==> config.mk <==
export PLATFORM = sky130hd
export DESIGN_NAME = cpu_delay_accumulator_flat
export DESIGN_NICKNAME = d
export VERILOG_FILES = /design/src/design/cda_pkg.sv /design/src/design/cda_in_if.sv /design/src/design/cda_out_if.sv /design/src/design/cda_regs.sv /design/src/design/cda_dp.sv /design/src/design/cda_ctrl.sv /design/src/design/cpu_delay_accumulator.sv /design/src/flat_wrapper.sv
export SDC_FILE = /design/constraint.sdc
export NUM_CORES = 2
export LEC_CHECK = 0
export ABC_AREA = 0
export ABC_CLOCK_PERIOD_IN_PS = 30700
export BUFFER_PORTS_ARGS = -buffer_cell sky130_fd_sc_hd__buf_2
export CORE_ASPECT_RATIO = 1.5
export CORE_MARGIN = 1.5
export CORE_UTILIZATION = 40
export DETAILED_ROUTE_END_ITERATION = 7
export PLACE_DENSITY = 0.62
export SETUP_SLACK_MARGIN = 0.2
export SYNTH_ARGS = -nofsm -noshare
export SYNTH_HDL_FRONTEND = slang
export SYNTH_HIERARCHICAL = 1
export SYNTH_SLANG_ARGS = --single-unit
==> constraint.sdc <==
create_clock -name i_clk -period 30.7 [get_ports i_clk]
set_input_delay 6.14 -clock i_clk [delete_from_list [all_inputs] [get_ports i_clk]]
set_output_delay 6.14 -clock i_clk [all_outputs]
set_load 0.03 [all_outputs]
==> src/design/cda_pkg.sv <==
// ----------------------------------------------------------------------------
// cda_pkg
// Shared widths, register map, reset values and the command and status
// structs that pass between the controller and the datapath.
// ----------------------------------------------------------------------------
package cda_pkg;

    localparam int DATA_W  = 64;
    localparam int RATIO_W = 32;
    localparam int THR_W   = 20;
    localparam int PREC_W  = 20;
    localparam int ADDR_W  = 4;
    localparam int APB_W   = 32;
    localparam int CNT_W   = $clog2(DATA_W);

    localparam int TICKS_PER_US_DEF = 1000;

    localparam logic [RATIO_W-1:0] FREQ_RATIO_RST   = RATIO_W'(32'h0001_0000);
    localparam logic [THR_W-1:0]   THRESHOLD_RST    = '0;
    localparam logic [PREC_W-1:0]  PRECISION_RST    = '0;

    // register indexes, byte address is 4 * index
    localparam logic [1:0] REG_FREQ_RATIO = 2'd0;
    localparam logic [1:0] REG_THRESHOLD  = 2'd1;
    localparam logic [1:0] REG_PRECISION  = 2'd2;

    localparam logic FUNC_UPDATE = 1'b0;
    localparam logic FUNC_DELAY  = 1'b1;

    typedef struct packed {
        logic load;
        logic mul_lo;
        logic mul_hi;
        logic combine;
        logic div_init;
        logic div_step;
        logic rnd_sub;
        logic rnd_add;
        logic accum;
        logic update;
        logic backlog;
        logic result;
    } t_dp_cmd;

    typedef struct packed {
        logic func;
        logic prec_on;
        logic out_free;
    } t_dp_sts;

endpackage

==> src/design/cda_in_if.sv <==
// ----------------------------------------------------------------------------
// cda_in_if
// Input channel: valid/ready handshake carrying one delay or time word.
// ----------------------------------------------------------------------------
interface cda_in_if;
    logic        valid;
    logic        ready;
    logic        func;
    logic [63:0] time_value;

    modport source (output valid, output func, output time_value, input ready);
    modport sink   (input valid, input func, input time_value, output ready);
endinterface

==> src/design/cda_out_if.sv <==
// ----------------------------------------------------------------------------
// cda_out_if
// Output channel: valid/ready handshake carrying the backlog report.
// ----------------------------------------------------------------------------
interface cda_out_if;
    logic        valid;
    logic        ready;
    logic [63:0] pending_delay;
    logic        blocked;

    modport source (output valid, output pending_delay, output blocked, input ready);
    modport sink   (input valid, input pending_delay, input blocked, output ready);
endinterface

==> src/design/cda_regs.sv <==
// ----------------------------------------------------------------------------
// cda_regs
// APB register file: frequency ratio, blocking threshold and rounding
// precision.
// ----------------------------------------------------------------------------
module cda_regs (
    input  logic                        i_clk,
    input  logic                        i_rst_n,
    input  logic                        psel,
    input  logic                        penable,
    input  logic                        pwrite,
    input  logic [cda_pkg::ADDR_W-1:0]  paddr,
    input  logic [cda_pkg::APB_W-1:0]   pwdata,
    output logic [cda_pkg::APB_W-1:0]   prdata,
    output logic                        pready,
    output logic [cda_pkg::RATIO_W-1:0] o_freq_ratio,
    output logic [cda_pkg::THR_W-1:0]   o_threshold_us,
    output logic [cda_pkg::PREC_W-1:0]  o_precision_us
);

    logic [cda_pkg::RATIO_W-1:0] r_freq_ratio;
    logic [cda_pkg::THR_W-1:0]   r_threshold_us;
    logic [cda_pkg::PREC_W-1:0]  r_precision_us;
    logic [1:0]                  w_index;
    logic                        w_write;

    assign w_index = paddr[3:2];
    assign w_write = psel && penable && pwrite;
    assign pready  = 1'b1;

    always_ff @(posedge i_clk) begin
        if (!i_rst_n) begin
            r_freq_ratio   <= cda_pkg::FREQ_RATIO_RST;
            r_threshold_us <= cda_pkg::THRESHOLD_RST;
            r_precision_us <= cda_pkg::PRECISION_RST;
        end else if (w_write) begin
            case (w_index)
                cda_pkg::REG_FREQ_RATIO: r_freq_ratio   <= pwdata[cda_pkg::RATIO_W-1:0];
                cda_pkg::REG_THRESHOLD:  r_threshold_us <= pwdata[cda_pkg::THR_W-1:0];
                cda_pkg::REG_PRECISION:  r_precision_us <= pwdata[cda_pkg::PREC_W-1:0];
                default: ;
            endcase
        end
    end

    always_comb begin
        case (w_index)
            cda_pkg::REG_FREQ_RATIO: prdata = r_freq_ratio;
            cda_pkg::REG_THRESHOLD:  prdata = cda_pkg::APB_W'(r_threshold_us);
            cda_pkg::REG_PRECISION:  prdata = cda_pkg::APB_W'(r_precision_us);
            default:                 prdata = '0;
        endcase
    end

    assign o_freq_ratio   = r_freq_ratio;
    assign o_threshold_us = r_threshold_us;
    assign o_precision_us = r_precision_us;

endmodule

==> src/design/cda_dp.sv <==
// ----------------------------------------------------------------------------
// cda_dp
// Datapath: shared 32x32 multiplier for the ratio scaling, bit-serial
// remainder unit for rounding, time accumulators and the result register.
// ----------------------------------------------------------------------------
module cda_dp #(
    parameter int TICKS_PER_US = cda_pkg::TICKS_PER_US_DEF
) (
    input  logic                        i_clk,
    input  logic                        i_rst_n,
    input  cda_pkg::t_dp_cmd            i_cmd,
    output cda_pkg::t_dp_sts            o_sts,
    input  logic                        i_in_func,
    input  logic [cda_pkg::DATA_W-1:0]  i_in_time,
    input  logic [cda_pkg::RATIO_W-1:0] i_freq_ratio,
    input  logic [cda_pkg::THR_W-1:0]   i_threshold_us,
    input  logic [cda_pkg::PREC_W-1:0]  i_precision_us,
    output logic                        o_out_valid,
    input  logic                        i_out_ready,
    output logic [cda_pkg::DATA_W-1:0]  o_pending_delay,
    output logic                        o_blocked
);

    localparam int DW    = cda_pkg::DATA_W;
    localparam int HW    = DW / 2;
    localparam int TPU_W = $clog2(TICKS_PER_US + 1);
    localparam int GW    = cda_pkg::PREC_W + TPU_W;
    localparam int TW    = cda_pkg::THR_W + TPU_W;
    localparam int SHIFT = 16;

    logic          r_func;
    logic [DW-1:0] r_tv;
    logic [GW-1:0] r_gran;
    logic [TW-1:0] r_thr;
    logic [DW-1:0] r_lo;
    logic [DW-1:0] r_hi;
    logic [DW-1:0] r_adj;
    logic [DW-1:0] r_shift;
    logic [GW:0]   r_rem;
    logic          r_up;
    logic [DW-1:0] r_cur;
    logic [DW-1:0] r_free;
    logic [DW-1:0] r_backlog;
    logic          r_out_valid;
    logic [DW-1:0] r_pending;
    logic          r_blocked;

    logic [HW-1:0] w_mul_a;
    logic [DW-1:0] w_prod;
    logic [DW:0]   w_comb_sum;
    logic [GW:0]   w_rem_try;
    logic [DW:0]   w_rnd_sum;
    logic [DW:0]   w_acc_sum;
    logic          w_over;

    // shared multiplier, one half of the delay per cycle
    assign w_mul_a = i_cmd.mul_hi ? r_tv[DW-1:HW] : r_tv[HW-1:0];
    assign w_prod  = DW'(w_mul_a) * DW'(i_freq_ratio);

    assign w_comb_sum = {1'b0, r_hi[DW-SHIFT-1:0], {SHIFT{1'b0}}}
                      + {{(SHIFT+1){1'b0}}, r_lo[DW-1:SHIFT]};
    assign w_rem_try  = {r_rem[GW-1:0], r_shift[DW-1]};
    assign w_rnd_sum  = {1'b0, r_adj} + (DW+1)'(r_gran);
    assign w_acc_sum  = {1'b0, r_free} + {1'b0, r_adj};
    assign w_over     = (r_thr != '0) && (r_backlog > DW'(r_thr));

    always_ff @(posedge i_clk) begin
        if (i_cmd.load) begin
            r_func <= i_in_func;
            r_tv   <= i_in_time;
            r_gran <= GW'(i_precision_us) * GW'(TICKS_PER_US);
            r_thr  <= TW'(i_threshold_us) * TW'(TICKS_PER_US);
        end
        if (i_cmd.mul_lo) begin
            r_lo <= w_prod;
        end
        if (i_cmd.mul_hi) begin
            r_hi <= w_prod;
        end
        if (i_cmd.combine) begin
            if (r_hi[DW-1:DW-SHIFT] != '0 || w_comb_sum[DW]) begin
                r_adj <= '1;
            end else begin
                r_adj <= w_comb_sum[DW-1:0];
            end
        end
        if (i_cmd.div_init) begin
            r_rem   <= '0;
            r_shift <= r_adj;
        end
        if (i_cmd.div_step) begin
            r_shift <= {r_shift[DW-2:0], 1'b0};
            if (w_rem_try >= {1'b0, r_gran}) begin
                r_rem <= w_rem_try - {1'b0, r_gran};
            end else begin
                r_rem <= w_rem_try;
            end
        end
        if (i_cmd.rnd_sub) begin
            r_adj <= r_adj - DW'(r_rem[GW-1:0]);
            r_up  <= {r_rem[GW-1:0], 1'b0} >= {1'b0, r_gran};
        end
        if (i_cmd.rnd_add && r_up) begin
            r_adj <= w_rnd_sum[DW] ? '1 : w_rnd_sum[DW-1:0];
        end
        if (i_cmd.backlog) begin
            r_backlog <= r_free - r_cur;
        end
        if (i_cmd.result) begin
            r_pending <= w_over ? r_backlog : '0;
            r_blocked <= w_over;
        end
    end

    // time state and output valid
    always_ff @(posedge i_clk) begin
        if (!i_rst_n) begin
            r_cur       <= '0;
            r_free      <= '0;
            r_out_valid <= 1'b0;
        end else begin
            if (i_cmd.update) begin
                r_cur <= r_tv;
                if (r_free < r_tv) begin
                    r_free <= r_tv;
                end
            end
            if (i_cmd.accum) begin
                r_free <= w_acc_sum[DW] ? '1 : w_acc_sum[DW-1:0];
            end
            if (i_cmd.result) begin
                r_out_valid <= 1'b1;
            end else if (i_out_ready) begin
                r_out_valid <= 1'b0;
            end
        end
    end

    assign o_sts.func     = r_func;
    assign o_sts.prec_on  = (r_gran != '0);
    assign o_sts.out_free = !r_out_valid || i_out_ready;

    assign o_out_valid     = r_out_valid;
    assign o_pending_delay = r_pending;
    assign o_blocked       = r_blocked;

endmodule

==> src/design/cda_ctrl.sv <==
// ----------------------------------------------------------------------------
// cda_ctrl
// Controller: sequences load, scaling, rounding division, accumulation or time
// update and the backlog report for one word at a time.
// ----------------------------------------------------------------------------
module cda_ctrl (
    input  logic             i_clk,
    input  logic             i_rst_n,
    input  logic             i_in_valid,
    output logic             o_in_ready,
    input  cda_pkg::t_dp_sts i_sts,
    output cda_pkg::t_dp_cmd o_cmd
);

    typedef enum logic [3:0] {
        S_IDLE,
        S_START,
        S_MUL_LO,
        S_MUL_HI,
        S_COMBINE,
        S_DIV_INIT,
        S_DIV,
        S_RND_SUB,
        S_RND_ADD,
        S_ACCUM,
        S_UPDATE,
        S_BACKLOG,
        S_RESULT
    } t_state;

    t_state                    r_state;
    t_state                    n_state;
    logic [cda_pkg::CNT_W-1:0] r_cnt;
    logic [cda_pkg::CNT_W-1:0] n_cnt;

    always_comb begin
        n_state    = r_state;
        n_cnt      = r_cnt;
        o_cmd      = '0;
        o_in_ready = 1'b0;
        case (r_state)
            S_IDLE: begin
                o_in_ready = 1'b1;
                if (i_in_valid) begin
                    o_cmd.load = 1'b1;
                    n_state    = S_START;
                end
            end
            S_START: begin
                n_state = (i_sts.func == cda_pkg::FUNC_DELAY) ? S_MUL_LO : S_UPDATE;
            end
            S_MUL_LO: begin
                o_cmd.mul_lo = 1'b1;
                n_state      = S_MUL_HI;
            end
            S_MUL_HI: begin
                o_cmd.mul_hi = 1'b1;
                n_state      = S_COMBINE;
            end
            S_COMBINE: begin
                o_cmd.combine = 1'b1;
                n_state       = i_sts.prec_on ? S_DIV_INIT : S_ACCUM;
            end
            S_DIV_INIT: begin
                o_cmd.div_init = 1'b1;
                n_cnt          = '0;
                n_state        = S_DIV;
            end
            S_DIV: begin
                o_cmd.div_step = 1'b1;
                n_cnt          = r_cnt + 1'b1;
                if (r_cnt == cda_pkg::CNT_W'(cda_pkg::DATA_W - 1)) begin
                    n_state = S_RND_SUB;
                end
            end
            S_RND_SUB: begin
                o_cmd.rnd_sub = 1'b1;
                n_state       = S_RND_ADD;
            end
            S_RND_ADD: begin
                o_cmd.rnd_add = 1'b1;
                n_state       = S_ACCUM;
            end
            S_ACCUM: begin
                o_cmd.accum = 1'b1;
                n_state     = S_BACKLOG;
            end
            S_UPDATE: begin
                o_cmd.update = 1'b1;
                n_state      = S_BACKLOG;
            end
            S_BACKLOG: begin
                o_cmd.backlog = 1'b1;
                n_state       = S_RESULT;
            end
            S_RESULT: begin
                // hold until the output register can take the word
                if (i_sts.out_free) begin
                    o_cmd.result = 1'b1;
                    n_state      = S_IDLE;
                end
            end
            default: begin
                n_state = S_IDLE;
            end
        endcase
    end

    always_ff @(posedge i_clk) begin
        if (!i_rst_n) begin
            r_state <= S_IDLE;
            r_cnt   <= '0;
        end else begin
            r_state <= n_state;
            r_cnt   <= n_cnt;
        end
    end

endmodule

==> src/design/cpu_delay_accumulator.sv <==
// A time update passes through start, update, backlog and result; an add-delay through
// start, both multiply halves, combine, accumulate, backlog and result, with rounding on
// also divide init, the bit-serial remainder unit and rounding subtract and add. One
// word at a time: the next word is accepted the cycle after the result is loaded, while
// that result may still wait at the output register.
// Reset: synchronous active-low; clears current and free time, registers to defaults.
// ----------------------------------------------------------------------------
// cpu_delay_accumulator
// Tracks virtual CPU busy time: scales and rounds delays, accumulates the
// free time with saturation and reports the backlog above a threshold.
// ----------------------------------------------------------------------------
module cpu_delay_accumulator #(
    parameter int TICKS_PER_US = cda_pkg::TICKS_PER_US_DEF
) (
    input  logic                       i_clk,
    input  logic                       i_rst_n,
    cda_in_if.sink                     i_in_ch,
    cda_out_if.source                  o_out_ch,
    input  logic                       psel,
    input  logic                       penable,
    input  logic                       pwrite,
    input  logic [cda_pkg::ADDR_W-1:0] paddr,
    input  logic [cda_pkg::APB_W-1:0]  pwdata,
    output logic [cda_pkg::APB_W-1:0]  prdata,
    output logic                       pready
);

    logic [cda_pkg::RATIO_W-1:0] w_freq_ratio;
    logic [cda_pkg::THR_W-1:0]   w_threshold_us;
    logic [cda_pkg::PREC_W-1:0]  w_precision_us;
    cda_pkg::t_dp_cmd            w_cmd;
    cda_pkg::t_dp_sts            w_sts;
    logic                        w_in_ready;

    cda_regs u_regs (
        .i_clk          (i_clk),
        .i_rst_n        (i_rst_n),
        .psel           (psel),
        .penable        (penable),
        .pwrite         (pwrite),
        .paddr          (paddr),
        .pwdata         (pwdata),
        .prdata         (prdata),
        .pready         (pready),
        .o_freq_ratio   (w_freq_ratio),
        .o_threshold_us (w_threshold_us),
        .o_precision_us (w_precision_us)
    );

    cda_ctrl u_ctrl (
        .i_clk      (i_clk),
        .i_rst_n    (i_rst_n),
        .i_in_valid (i_in_ch.valid),
        .o_in_ready (w_in_ready),
        .i_sts      (w_sts),
        .o_cmd      (w_cmd)
    );

    cda_dp #(
        .TICKS_PER_US (TICKS_PER_US)
    ) u_dp (
        .i_clk           (i_clk),
        .i_rst_n         (i_rst_n),
        .i_cmd           (w_cmd),
        .o_sts           (w_sts),
        .i_in_func       (i_in_ch.func),
        .i_in_time       (i_in_ch.time_value),
        .i_freq_ratio    (w_freq_ratio),
        .i_threshold_us  (w_threshold_us),
        .i_precision_us  (w_precision_us),
        .o_out_valid     (o_out_ch.valid),
        .i_out_ready     (o_out_ch.ready),
        .o_pending_delay (o_out_ch.pending_delay),
        .o_blocked       (o_out_ch.blocked)
    );

    assign i_in_ch.ready = w_in_ready;

endmodule
==> src/flat_wrapper.sv <==
// flat-port wrapper written by rule: the top's interface ports become plain ports
module cpu_delay_accumulator_flat 
#(
    parameter int TICKS_PER_US = cda_pkg::TICKS_PER_US_DEF
)
  (i_clk, i_rst_n, psel, penable, pwrite, paddr, pwdata, prdata, pready, i_in_ch_valid, i_in_ch_func, i_in_ch_time_value, i_in_ch_ready, o_out_ch_valid, o_out_ch_pending_delay, o_out_ch_blocked, o_out_ch_ready);
  cda_in_if i_in_ch_i ();
  cda_out_if o_out_ch_i ();
  input  logic i_clk;
  input  logic i_rst_n;
  input  logic psel;
  input  logic penable;
  input  logic pwrite;
  input  logic [cda_pkg::ADDR_W-1:0] paddr;
  input  logic [cda_pkg::APB_W-1:0] pwdata;
  output logic [cda_pkg::APB_W-1:0] prdata;
  output logic pready;
  input wire logic [$bits(i_in_ch_i.valid)-1:0] i_in_ch_valid;
  input wire logic [$bits(i_in_ch_i.func)-1:0] i_in_ch_func;
  input wire logic [$bits(i_in_ch_i.time_value)-1:0] i_in_ch_time_value;
  output wire logic [$bits(i_in_ch_i.ready)-1:0] i_in_ch_ready;
  output wire logic [$bits(o_out_ch_i.valid)-1:0] o_out_ch_valid;
  output wire logic [$bits(o_out_ch_i.pending_delay)-1:0] o_out_ch_pending_delay;
  output wire logic [$bits(o_out_ch_i.blocked)-1:0] o_out_ch_blocked;
  input wire logic [$bits(o_out_ch_i.ready)-1:0] o_out_ch_ready;
  assign i_in_ch_i.valid = i_in_ch_valid;
  assign i_in_ch_i.func = i_in_ch_func;
  assign i_in_ch_i.time_value = i_in_ch_time_value;
  assign i_in_ch_ready = i_in_ch_i.ready;
  assign o_out_ch_valid = o_out_ch_i.valid;
  assign o_out_ch_pending_delay = o_out_ch_i.pending_delay;
  assign o_out_ch_blocked = o_out_ch_i.blocked;
  assign o_out_ch_i.ready = o_out_ch_ready;
  cpu_delay_accumulator #(.TICKS_PER_US(TICKS_PER_US)) u_core (.i_clk(i_clk), .i_rst_n(i_rst_n), .i_in_ch(i_in_ch_i), .o_out_ch(o_out_ch_i), .psel(psel), .penable(penable), .pwrite(pwrite), .paddr(paddr), .pwdata(pwdata), .prdata(prdata), .pready(pready));
endmodule
==> run metrics <==
setup bufs post-CTS 0; Clock power frac 21.1%; Arr. time, crit path 7.84 ns; worst-margin pin slew 1.35 ns; initial antenna violation count 10; syn nets 10700; CP startpoint paddr[3]; gr usage total 24.6%; Post-synth top cells inv_1 (1293), fa_1 (1042), nand2_1 (909), and2_1 (720), ha_1 (719); Max rail drop VDD 53.7 uV; Fin Hold WS 0.476 ns; Iter 0 DRT Violations 4606; Design Area, Final 0.0908 mm^2; RR Startpoint u_core/u_ctrl/r_state[0]$_SDFFE_PN0P_; Clock transition at path regs 0.07 ns; CP Cell Sequence buf_2 > nor2b_1 > buf_4 > nand2_1 > o21ai_0 > buf_2; Post-synth EDFFs 518; Core ar. 0.210 mm^2; Placed Instances 11500; gpl congestion 0.966; first-pass GRT wire length 401000 um; PnR worst setup slack 16.72 ns; Final #Nets 10700; Area growth syn-to-layout 7.68%; critical path class primary input to primary output; CTS tree done; WL/cell 22.7 um; met2 Usage GRT 45.1%; Tcrit/Tclk final 45.5%; Clock Skew 0.0456 ns; GRT met3 Usage 2.45%; Vias per Instance 5.55; sequential share of power 29.1%; setup violators final 0; Clk Latency, worst-skew pair 0.72 ns; Core Rows 206; fraction of registers with async set/reset 0%; layout cells sized above 1 6.01%; Clock Sinks 730; FF+latch count, synth 730; hold buffers post-CTS 0; pwr/cell area 52.7 mW/mm^2; Crit path required time 24.56 ns; Die H 565 um; Initial Util 40.2%; met1 GRT Util 27.9%; crit-path max cell delay 0.48 ns; Synthesis Warnings 6; Final Max Tran Viols 0; Worst path most repeated cell buf_2; DR vias 64700; cell family with most CP delay buffers and inverters; Die ar. 0.214 mm^2; post_cts resized 0; area leader, netlist fa_1; Synth cell types 103; syn avg cell area 9.55 um^2; max_slew headroom 9.52%; CP Max Fanout 26; Combinational Power Share 49.7%; CTS Buffer Depth 3; run status completed; path category of the worst min-delay check flop to flop; slowest CP cell nor2b_1; busiest layer in global routing met2; Most used DFF post-synth edfxtp_1; RSZ-0062 raised after global routing false; largest cells by area after synthesis fa_1 (25%), edfxtp_1 (18%), ha_1 (11%); internal power 0.00264 W; Initial DRT Pass Iterations 6; Placement Setup Slack 16.78 ns; Post-Route WL 264000 um; width of the chip 378 um; root buf cell clkbuf_16; Routed Antenna Nets 0; NetSw 0.00214 W; sequential-to-total area share from yosys stat 23.5%; max-cap violations 0; Max H-tree Level 3; min-delay src u_core/u_dp/r_free[0]$_SDFFE_PN0P_; IO Port Bufs 204; startpoint types primary input; Fmax 71.5 MHz; switching share of power 44.8%; final cell count without fillers 11700; CP Capture Type primary output; largest net degree at the start of global routing 95; I/O pin count 208; DP Area 0.0881 mm^2; total CTS buffers 80; vias in the first global route 68200; Post-Synthesis Cell Area 0.0843 mm^2; Residual DRC 0; post-synth top area share 24.7%; CP bufs+invs 3; Final Hold Fails 0; setup_tns 0 ns; HPWL after DPL 206000 um; Final min period 13.98 ns; number of fill cells 20500; Syn Inst Count 8829; Static Leakage 41.4 nW; count leader, synth inv_1; grt total ovfl 0
[layout make-up]
cell class	instances	area, um^2	area share (%)
Multi-Input combinational cell	6370	58100	64.0
Sequential cell	730	19800	21.8
Inverter	1295	4860	5.35
Tap cell	2808	3510	3.87
Clock buffer	98	2090	2.30
Timing Repair Buffer	307	1800	1.98
Clock inverter	50	589	0.649
Antenna cell	6	15.0	0.0165
[path summary, 6_finish.rpt]
kind / endpoint / slack [ns] / cells past startpoint
max: prdata[10] / 16.72 / 6
min: u_core/u_dp/r_free[0]$_SDFFE_PN0P_ / 0.48 / 2
max reg2reg: u_core/u_dp/r_lo[62]$_DFFE_PP_ / 19.34 / 29
min reg2reg: u_core/u_dp/r_free[0]$_SDFFE_PN0P_ / 0.48 / 2
[power groups by stage]
stage               Combinational, W  Sequential (W)  Clock, W
global route                 0.00255         0.00140   0.00106
CTS                          0.00235         0.00139   0.00103
global placement             0.00231         0.00141         0
detailed placement           0.00233         0.00141         0
finish                       0.00238         0.00139   0.00101
floorplan                    0.00155         0.00132         0
[worst reg2reg max path: cells and delay by family (launching register included)]
family | cells | cell delay (ns)
adders and majority gates | 9 | 4.37
AOI/OAI and AO/OA | 10 | 3.17
buffers and inverters | 4 | 1.25
and+or+nand+nor | 5 | 1.15
DFF | 1 | 1.01
xor gates and xnor gates | 1 | 0.13
[per-layer routing]
layer,vias to the layer above,wire length [um]
met5,-,0
met4,0,16900
met3,727,12400
met2,2170,136000
met1,32600,99100
li1,29200,-
[logic make-up after synthesis]
group / Yosys count / synth area share [%]
AO/OA/AOI/OAI: 1565 / 12.2
XOR/XNOR: 352 / 3.66
adder cells (fa/ha/maj): 1761 / 35.4
buffers and inverters: 1729 / 7.84
flip-flops: 730 / 23.5
multiplexers: 183 / 2.18
other: 1 / 0.00445
AND/OR/NAND/NOR: 2508 / 15.2
[cells in the final DEF, fill, tap and decap left out, types with 20 or more instances in the layout]
cell type / n
inv_1: 1293
fa_1: 1042
nand2_1: 909
ha_1: 719
and2_1: 718
edfxtp_1: 518
a21oi_1: 415
nor2_1: 242
o21ai_0: 232
xnor2_1: 231
a21o_1: 222
dfxtp_1: 206
buf_2: 203
mux2i_1: 181
nor2b_1: 123
xor2_1: 121
buf_4: 103
nand4_1: 100
clkbuf_16: 80
nand3_1: 78
nor3_1: 73
a22o_1: 69
o221ai_1: 66
o21bai_1: 55
nand2b_1: 53
a31oi_1: 53
and3_1: 51
a21boi_1: 49
o21a_1: 47
a211oi_1: 42
nor4_1: 41
o22ai_1: 34
o21ai_2: 32
o21ai_1: 29
a22oi_1: 27
o211ai_1: 27
o31ai_1: 23
or3_1: 22
and4_1: 20
[per-stage QoR]
stage / power, W / util (%)
finish: 0.00479 / 43.3
detailed placement: 0.00374 / 42.0
floorplan: 0.00288 / -
CTS: 0.00477 / 43.3
global route: 0.00501 / 43.3
global placement: 0.00372 / 42.0
[state kept, by name, summed over array words and instances, names as in the netlist]
register	flops
u_core/u_dp/r_rem	30
u_core/u_regs/o_threshold_us	20
u_core/u_dp/r_tv	64
u_core/u_dp/o_pending_delay	64
u_core/u_dp/o_blocked	1
u_core/u_regs/o_freq_ratio	32
u_core/u_regs/o_precision_us	20
u_core/u_dp/r_cur	64
u_core/u_dp/r_hi	64
u_core/u_dp/r_up	1
u_core/u_dp/r_lo	48
u_core/u_ctrl/r_state	4
u_core/u_dp/o_out_valid	1
u_core/u_dp/r_func	1
u_core/u_dp/r_shift	64
u_core/u_dp/r_gran	27
u_core/u_dp/r_adj	64
u_core/u_dp/r_free	64
u_core/u_dp/r_thr	27
u_core/u_dp/r_backlog	64
u_core/u_ctrl/r_cnt	6
(Power assumes the default switching activity.)
